--- config.mk ---
export PLATFORM = sky130hd
export DESIGN_NAME = pcs_div
export DESIGN_NICKNAME = d
export VERILOG_FILES = /design/src/sv/pcs_pkg.sv /design/src/sv/pcs_div.sv
export SDC_FILE = /design/constraint.sdc
export NUM_CORES = 1
export LEC_CHECK = 0
export BUFFER_PORTS_ARGS = -buffer_cell sky130_fd_sc_hd__buf_2
export CORE_MARGIN = 2
export CORE_UTILIZATION = 54
export DETAILED_ROUTE_END_ITERATION = 16
export PLACE_DENSITY = 0.83
export SYNTH_ARGS = -nofsm -noshare
export SYNTH_HDL_FRONTEND = slang
export SYNTH_SLANG_ARGS = --single-unit
--- constraint.sdc ---
create_clock -name clk -period 2.95 [get_ports clk]
set_input_delay 0.1475 -clock clk [delete_from_list [all_inputs] [get_ports clk]]
set_output_delay 0.1475 -clock clk [all_outputs]
set_load 0.01 [all_outputs]
--- src/sv/pcs_pkg.sv ---
// Shared constants, codes and types of the percentile contrast stretch.
// Used by the divider, the top level and the checker.
package pcs_pkg;

	localparam int MAX_PIXELS = 262144;
	localparam int CNT_W      = 19;
	localparam int BIN_W      = 16;
	localparam int PCT_W      = 14;
	localparam int FRAC_W     = 14;
	localparam int DVD_W      = 32;
	localparam int DVS_W      = 16;
	localparam int STEP_W     = 5;

	localparam logic [PCT_W-1:0] FULL_SCALE = 14'd10000;
	localparam logic [PCT_W-1:0] PCT_RESET  = 14'd100;

	// Item kinds carried in tuser.
	localparam logic [1:0] MODE_LOAD   = 2'd0;
	localparam logic [1:0] MODE_FINISH = 2'd1;
	localparam logic [1:0] MODE_APPLY  = 2'd2;

	// Result status codes.
	localparam logic [1:0] ST_OK    = 2'd0;
	localparam logic [1:0] ST_EMPTY = 2'd1;
	localparam logic [1:0] ST_OVF   = 2'd2;

	typedef struct packed {
		logic             start;
		logic [DVD_W-1:0] dividend;
		logic [DVS_W-1:0] divisor;
	} div_req_t;

	typedef struct packed {
		logic             done;
		logic [DVD_W-1:0] quot;
		logic [DVS_W-1:0] rem;
	} div_rsp_t;

endpackage

--- src/sv/pcs_div.sv ---
// Restoring serial divider, one quotient bit per cycle, 32 steps.
// Depends on pcs_pkg for widths and the request and response structs.
module pcs_div (
	input  logic              clk,
	input  logic              arst_n,
	input  pcs_pkg::div_req_t req,
	output pcs_pkg::div_rsp_t rsp
);
	import pcs_pkg::*;

	logic [DVD_W-1:0]  dvd_q;
	logic [DVS_W-1:0]  rem_q;
	logic [DVS_W-1:0]  dvs_q;
	logic [STEP_W-1:0] step_q;
	logic              busy_q;
	logic              done_q;
	logic [DVS_W:0]    trial;
	logic              ge;

	// One trial subtraction of the partial remainder.
	always_comb begin
		trial = {rem_q, dvd_q[DVD_W-1]};
		ge    = (trial >= {1'b0, dvs_q});
	end

	// Step sequencing and the shifting quotient and remainder.
	always_ff @(posedge clk or negedge arst_n) begin
		if (!arst_n) begin
			busy_q <= 1'b0;
			done_q <= 1'b0;
			step_q <= '0;
			dvd_q  <= '0;
			rem_q  <= '0;
			dvs_q  <= '0;
		end else begin
			done_q <= 1'b0;
			if (req.start) begin
				busy_q <= 1'b1;
				step_q <= '0;
				dvd_q  <= req.dividend;
				dvs_q  <= req.divisor;
				rem_q  <= '0;
			end else if (busy_q) begin
				rem_q  <= ge ? DVS_W'(trial - {1'b0, dvs_q}) : trial[DVS_W-1:0];
				dvd_q  <= {dvd_q[DVD_W-2:0], ge};
				step_q <= step_q + 1'b1;
				if (step_q == STEP_W'(DVD_W - 1)) begin
					busy_q <= 1'b0;
					done_q <= 1'b1;
				end
			end
		end
	end

	assign rsp.done = done_q;
	assign rsp.quot = dvd_q;
	assign rsp.rem  = rem_q;

endmodule

# After elaboration in Yosys (flattened, before gate mapping)
# Index checks and enable logic that the tools add are counted.
[word_totals]
register_bits = 71
inputBits = 51
wordCells = 24
[classes]
n_addsub = 2
n_lt_le_gt_ge = 1
eq_ne = 1
n_mux = 13
n_reduce_logical = 1
[ops]
columns = ["operator", "count"]
rows = [
  ["2-to-1 mux 32 bit", 2],
  ["2-to-1 mux 16 bit", 3],
  ["greater-or-equal comparator 17 x 16 -> 1 bit", 1],
  ["subtractor 16 bit", 1],
  ["2-to-1 mux 5 bit", 2],
  ["2-to-1 mux 1 bit", 6],
  ["adder 5 x 1 -> 5 bit (second input constant)", 1],
  ["== test 5 bit (second input constant)", 1],
  ["nonzero test 2 bit", 1],
]

# Depth between registers and ports, before layout
# Gate-level depths: netlist of run 1.
[depth]
ltp_word = 4
ltp_mapped = 11
mapped_depth_nobuf = 10

# Worst setup path before layout of run 1
# OpenSTA, ideal clock, no wires.
[synth_path]
path_kind = "reg-to-reg"
start = "register rem_q[3]"
end = "register rem_q[15]"
arrival_ns = 2.649
required_time_ns = 2.856
setup_slack_ns = 0.207
path_stages_with_launch = 10
cell_sequence = "dfrtp_1 > ha_1 > a21o_1 > a31o_1 > o21a_1 > or4_4 > a31o_4 > buf_6 > mux2i_1 > a211oi_1"
[synth_between]
elab_chain_cells = 4
elab_cells_between_ends = 5
cone_classes = "add/sub (1); order compare (1); mux (3)"
[synth_rtl]
columns = ["item", "line_no", "text"]
rows = [
  ["start, declared", "pcs_div.sv:12", "logic [DVS_W-1:0] rem_q;"],
  ["start signal, assigned", "pcs_div.sv:44", "rem_q <= ge ? DVS_W'(trial - {1'b0, dvs_q}) : trial[DVS_W-1:0];"],
  ["subtractor 16 bit or greater-or-equal comparator 17 x 16 -> 1 bit (tied branches)", "pcs_div.sv:44, pcs_div.sv:23", ""],
  ["2-to-1 mux 16 bit *", "pcs_div.sv:44", ""],
  ["2-to-1 mux 16 bit *", "pcs_div.sv:43", "end else if (busy_q) begin"],
  ["2-to-1 mux 16 bit *", "pcs_div.sv:37", "if (req.start) begin"],
]
# Mark *: on every way between the ends. The rest lies on a longest branch, timed or not. The select of a mux whose other input is x is not followed.
# A chain may end at the register's enable or synchronous reset.

# Worst setup path in the final report of run 1
[layout_path]
start = "register rem_q[3]"
end = "register rem_q[7]"
# The elaborated chain is that of the path after synthesis.

==> reports/metrics.yaml, run 1 <==
start_util: 0.560
drive_gt1_frac: 0.258
m1WireLength_um: 4240
n_fill_cell: 565
numCtsBuffers: 9
reg2reg_from: "rem_q[3]$_DFFE_PN0P_"
antennaDiodeCount: 0
cp_top_family: "simple AND/OR/NAND/NOR gates"
cts_buffer_depth: 2
grt_max_degree: 50
drv_slew: 0
wl_um: 9760
clk_pin_slew_ps: 80
p_leak_nw: 2.73
syn_avg_cell_area_sq_um: 9.78
vias: 3503
fp-row-count: 31
rsz0062_at_grt: "no"
via_per_inst: 5.50
syn_inst: 418
ys_ff_latch: 71
antenna_found_initial: 0
top_layer_used: "met4"
r2r_cells: 8
post-route-period-util: 0.954
synth_edf_count: 0
grt_pass1_wl_um: 16600
cp_slowest_cell: "or4_4"
fmax_mhz: 355
wl_met2_um: 4680
wire_per_inst_um: 15.3
finalCriticalPeriod_ps: 2810
p_per_area_nw_per_um2: 698
worst_slew_pin_slew_ps: 1100
synth_area_leaders: "dfrtp_1, mux2i_1, o21ai_0, ha_1, nand2_1"
ant_nets: 0
slew_headroom: 0.266
h-tree-depth: 3
peakVddDrop_mv: 0.361
grt_use_total: 0.250
violations: "hold timing"
syn_to_final_growth_pct: 24.0
crit_path_max_incr_delay_ps: 560
ios: 100
cp-start-kind: "register"
drt_iter0_markers: 176
timing.hold.ws_ps: -22.4
routabilityCongestion: 0.911
synth_ff_type: "dfrtp_1"
tritoncts: "built"
die_h_um: 91.0
r2r_end: "rem_q[7]$_DFFE_PN0P_"
drv_cap: 0
worst-r2r-setup-slack_ps: 140
arrival_ps: 3060
dr_wl_met3_um: 631
multiInputGateArea_sq_um: 2060
cp_max_fo: 13
crit_chain: "ha_1 -> a21o_1 -> a31o_1 -> o21a_1 -> or4_4 -> a31o_4 -> and3_4 -> nor4_2"
first_pass_iters: 4
setup_tns_ps: 0
crit_required_ps: 3200
crit_path_start: "rem_q[3]$_DFFE_PN0P_"
gr-total-overflow: 0
cts_root_buf: "clkbuf_8"
io_buffer_count: 99
cts_sinks: 71
syn_nets: 488
die-area_sq_um: 8280
final-hold-violation-count: 7
yosysTopAreaCell: "dfrtp_1"
async_reset_ff_frac: 1.00
fin_skew_ps: 6.72
drc: 0
seq_area_sq_um: 1780
setup_viol: 0
synth_area_sq_um: 4090
ys_warn_count: 0
ys_types: 52
grt_pass1_vias: 3520
final_cells: 637
post_cts_buffers: 0
status: "finished with violations"
holdCritPathClass: "in -> async"
fp.dieW_um: 91.0
clkLatencyLatePin_ps: 350
seq_area_frac_synth: 0.435
crit_buf_inv: 0
place_inst: 597
final_nets: 603
synth_top_area_frac: 0.435
place.detailed.hpwl_um: 6540
end_kind: "register"
setup.worst_path.class: "reg -> reg"
core_area_sq_um: 7290
==> worst reg2reg max path, stage by stage, from the launching register on <==
cell     delay (ps)
dfrtp_1         410
ha_1            310
a21o_1          220
a31o_1          200
o21a_1          200
or4_4           560
a31o_4          330
and3_4          200
nor4_2          280
==> worst max-delay path by stage <==
stage	endpoint	slack (ps)	cells past startpoint
6_report	rem_q[7]$_DFFE_PN0P_	140	8
5_1_grt	rem_q[7]$_DFFE_PN0P_	50	8
4_1_cts	rem_q[7]$_DFFE_PN0P_	110	7
3_5_place_dp	rem_q[7]$_DFFE_PN0P_	130	7
3_3_place_gp	rem_q[7]$_DFFE_PN0P_	250	7
2_1_floorplan	rem_q[15]$_DFFE_PN0P_	210	9
==> synthesized netlist by cell type (2+ instances only) <==
cell	number
o21ai_0	49
dfrtp_1	71
ha_1	18
nor2_1	25
nor3_1	3
a21o_1	8
a21oi_1	9
inv_1	22
nand2b_1	4
clkbuf_1	17
a311oi_2	3
nor3b_1	2
xor2_1	8
nor2b_1	5
mux2i_1	43
clkbuf_8	4
nand3_1	3
o31ai_1	3
nand2_1	58
a41oi_1	2
buf_6	4
or3_1	2
xnor2_1	8
o21ai_1	2
a31oi_1	4
a211oi_1	11
o21a_1	3
nand4_1	3
==> placed cells by master, fill, tap and decap left out, drive strengths merged, types with 4 or more instances in the layout <==
cell type and n:
dlygate4sd3 24, buf 106, ha 18, nor2 25
xor2 8, nand2b 4, nand2 59, nor2b 5
a21oi 10, clkbuf 10, a211oi 11, inv 23
mux2i 43, o21ai 51, a21o 9, xnor2 8
dfrtp 71, a31oi 5
==> logic make-up (layout without fill, tap and decap cells) <==
kind of cell,after synthesis,count (layout),share of synthesized area
xor+xnor,16,16,0.0343
mux,44,44,0.108
compound gates,107,107,0.174
buf+inv,48,168,0.0622
fa+ha+maj,19,19,0.0600
flops,71,71,0.435
simple gates,113,113,0.127
==> metal layers <==
metal	vias to the layer above	GRT usage
met5	-	0
met1	1665	0.313
met2	122	0.410
li1	1697	-
met4	0	0.0972
met3	19	0.0697
==> layout make-up <==
type                    instances  share of cell area
well taps                      99              0.0245
repair buffers                130               0.156
multi-input cells             299               0.407
clock buffers                  10              0.0272
inverters                      22              0.0163
flip-flops and latches         71               0.351
clock inverters                 6              0.0183
==> flip-flops by register name (all words and copies together), names as in the netlist <==
name    count
busy_q      1
done_q      1
dvd_q      32
dvs_q      16
rem_q      16
step_q      5
==> stage by stage <==
step | util | cell area [sq um] | hold slack [ps] | power (mW) | worst slack [ps]
6_report | 0.695 | 5070 | -22.4 | 3.53 | 135
5_1_grt | 0.695 | 5070 | 4.87 | 3.76 | 54.2
4_1_cts | 0.694 | 5060 | 0.0765 | 3.54 | 105
3_5_place_dp | 0.630 | 4590 | 359 | 2.61 | 129
3_3_place_gp | 0.630 | 4590 | 351 | 2.57 | 249
2_1_floorplan | - | 4090 | -148 | 2.27 | 207
==> report_power, final <==
| part | switching (mW) | internal (mW) | leakage (nW) |
|---|---|---|---|
| Sequential | 0.125 | 1.11 | 0.890 |
| Clock | 0.395 | 0.503 | 0.109 |
| Combinational | 0.766 | 0.638 | 1.73 |
| Total | 1.29 | 2.25 | 2.73 |
==> timing repair <==
| action | CTS | global route |
|---|---|---|
| resized for setup | 0 | 1 |
| endpoints found under the hold margin | 24 | 0 |
| hold buffers | 24 | 0 |
| endpoints found under the setup margin | 0 | 1 |
No activity file was read; power rests on OpenSTA's default activity.
==> run 2: changes to the inputs <==
--- a/config.mk
+++ b/config.mk
@@ -6,7 +6,6 @@
 export NUM_CORES = 1
 export LEC_CHECK = 0
 export BUFFER_PORTS_ARGS = -buffer_cell sky130_fd_sc_hd__buf_2
-export CORE_MARGIN = 2
 export CORE_UTILIZATION = 54
 export DETAILED_ROUTE_END_ITERATION = 16
 export PLACE_DENSITY = 0.83
==> constraint.sdc (replaced) <==
create_clock -name clk -period 3.1 [get_ports clk]
set_input_delay 0.155 -clock clk [delete_from_list [all_inputs] [get_ports clk]]
set_output_delay 0.155 -clock clk [all_outputs]
set_load 0.01 [all_outputs]
==> run 2 against run 1 <==
The run now ends clean. Combinational power down 6%. Non-clock buffer count is 7 lower. Utilization shrank 1.7 points. Maximum frequency fell by 1.3%. Setup slack improved by 110 ps. Design area shrank 2.5%. Sequential share of layout area grew 0.89 points. Critical path depth unchanged. Final cell count decreased by 1.1%. Die area shrank 4.3%. Routed wire length fell by 4.2%. Critical path type unchanged. Largest power group unchanged.
==> reports/metrics.yaml, run 2 (same netlist as run 1, synthesis figures left out) <==
via_per_inst: 5.42  # was 5.50
cts_buffer_depth: 2  # unchanged
top_register: "dvd_q"  # unchanged
cp_max_fo: 13  # unchanged
syn_to_final_growth_pct: 20.9  # was 24.0%
start_util: 0.560  # unchanged
crit_path_max_incr_delay_ps: 560  # about the same
grt_pass1_wl_um: 15000  # was 16600 um
final_cells: 630  # was 637
worst_slew_pin_slew_ps: 881  # was 1100 ps
drv_cap: 0  # unchanged
layout_common_cells: "buf_2, dfrtp_1, nand2_1"  # unchanged
status: "completed"  # was finished with violations
layout_commonest_cell: "buf_2"  # unchanged
place.detailed.hpwl_um: 6410  # was 6540 um
fmax_mhz: 351  # was 355 MHz
peakVddDrop_mv: 0.272  # was 0.361 mV
drc: 0  # unchanged
final-hold-violation-count: 0  # was 7
place_inst: 595  # was 597
cp_top_family: "simple AND/OR/NAND/NOR gates"  # unchanged
n_fill_cell: 597  # was 565
crit_required_ps: 3350  # was 3200 ps
slew_headroom: 0.413  # was 0.266
grt_max_degree: 93  # was 50
crit_buf_inv: 0  # unchanged
largest_reg_flops: 32  # unchanged
routabilityCongestion: 0.912  # was 0.911
fp-row-count: 31  # unchanged
fin_util: 0.678  # was 0.695
die-area_sq_um: 7920  # was 8280 sq um
h-tree-depth: 3  # unchanged
arrival_ps: 3110  # was 3060 ps
holdCritPathClass: "in -> reg"  # was in -> async
clkLatencyLatePin_ps: 350  # about the same
cts_root_buf: "clkbuf_8"  # unchanged
multiInputGateArea_sq_um: 2060  # about the same
p_leak_nw: 2.67  # was 2.73 nW
fin_skew_ps: 10.6  # was 6.72 ps
clk_pin_slew_ps: 70  # was 80 ps
ios: 100  # unchanged
wire_per_inst_um: 14.8  # was 15.3 um
grt_pass1_vias: 3217  # was 3520
cp_slowest_cell: "or4_4"  # unchanged
p_per_area_nw_per_um2: 641  # was 698 nW/um^2
timing.hold.ws_ps: 11.8  # was -22.4 ps
io_buffer_count: 99  # unchanged
reg.largest.list: "dvd_q x32, dvs_q x16, rem_q x16"  # unchanged
post-route-period-util: 0.920  # was 0.954
post_cts_buffers: 0  # unchanged
cts_sinks: 71  # unchanged
rsz0062_at_grt: "no"  # unchanged
ant_nets: 0  # unchanged
grt_use_total: 0.250  # about the same
wl_um: 9340  # was 9760 um
cp-start-kind: "register"  # unchanged
drt_iter0_markers: 216  # was 176
gr-total-overflow: 0  # unchanged
drv_slew: 0  # unchanged
setup.worst_path.class: "reg -> reg"  # unchanged
power_mw: 3.17  # was 3.53 mW
final_nets: 596  # was 603
die_h_um: 89.0  # was 91.0 um
setup_viol: 0  # unchanged
antennaDiodeCount: 0  # unchanged
setup_tns_ps: 0  # unchanged
core_area_sq_um: 7290  # unchanged
fp.dieW_um: 89.0  # was 91.0 um
first_pass_iters: 4  # unchanged
crit_chain: "ha_1 -> a21o_1 -> a31o_1 -> o21a_1 -> or4_4 -> a31o_4 -> and3_4 -> nor4_2"  # unchanged
finalCriticalPeriod_ps: 2850  # was 2810 ps
drive_gt1_frac: 0.254  # was 0.258
antenna_found_initial: 0  # unchanged
seq_area_sq_um: 1780  # unchanged
vias: 3412  # was 3503
tritoncts: "built"  # unchanged
end_kind: "register"  # unchanged
numCtsBuffers: 9  # unchanged
[run 2: cell count changes in the layout (fill, tap and decap cells not counted)]
cell,delta
dlygate4sd3_1,-5
clkinv_2,+2
inv_6,-1
a211oi_2,-1
bufinv_16,-2
clkbuf_1,+1
buf_4,-2
a211oi_1,+1
[run 2: area by class of cell]
class,count,area share
Inverter,22,0.0167
Multi-Input combinational cell,299,0.416
Timing Repair Buffer,123,0.147
Sequential cell,71,0.360
Tap cell,99,0.0251
Clock buffer,11,0.0286
Clock inverter,5,0.00684
[run 2: path summary, 6_finish.rpt]
check	start	endpoint	slack (ps)	cells past startpoint
min in group asynchronous	arst_n	dvs_q[3]$_DFFE_PN0P_	120	2
setup / recovery	rem_q[3]$_DFFE_PN0P_	rem_q[7]$_DFFE_PN0P_	250	8
setup reg to reg	rem_q[3]$_DFFE_PN0P_	rem_q[7]$_DFFE_PN0P_	250	8
hold / removal	req[11]	dvs_q[11]$_DFFE_PN0P_	10	3
max in group asynchronous	arst_n	dvs_q[12]$_DFFE_PN0P_	2330	3
hold reg to reg	dvs_q[0]$_DFFE_PN0P_	dvs_q[0]$_DFFE_PN0P_	520	1
[run 2: worst register-to-register path, cell delays in order (launching register included)]
cell	delay, ps
dfrtp_1	410
ha_1	390
a21o_1	230
a31o_1	200
o21a_1	190
or4_4	560
a31o_4	340
and3_4	200
nor4_2	240
[run 2: per-layer routing]
layer / track usage / up-vias / part of all wire / wire, um
met5: 0 / - / 0 / 0
met1: 0.318 / 1618 / 0.46 / 4250
met2: 0.415 / 106 / 0.47 / 4430
met3: 0.0674 / 15 / 0.055 / 510
met4: 0.0866 / 0 / 0.016 / 147
li1: - / 1673 / - / -
[run 2: metrics by stage]
stage	worst slack [ps]	cell area [sq um]
CTS	243	4940
global placement	332	4580
floorplan	357	4090
finish	248	4940
detailed placement	259	4580
global route	106	4940
[run 2: repair_timing]
action | in CTS | in global routing
hold endpoints to repair | 89 | 0
hold buffers | 19 | 0
gates resized for setup | 0 | 0
[run 2: power breakdown]
part | internal (mW) | switching [mW]
Clock | 0.311 | 0.363
Sequential | 1.05 | 0.120
Combinational | 0.594 | 0.726
Total | 1.96 | 1.21
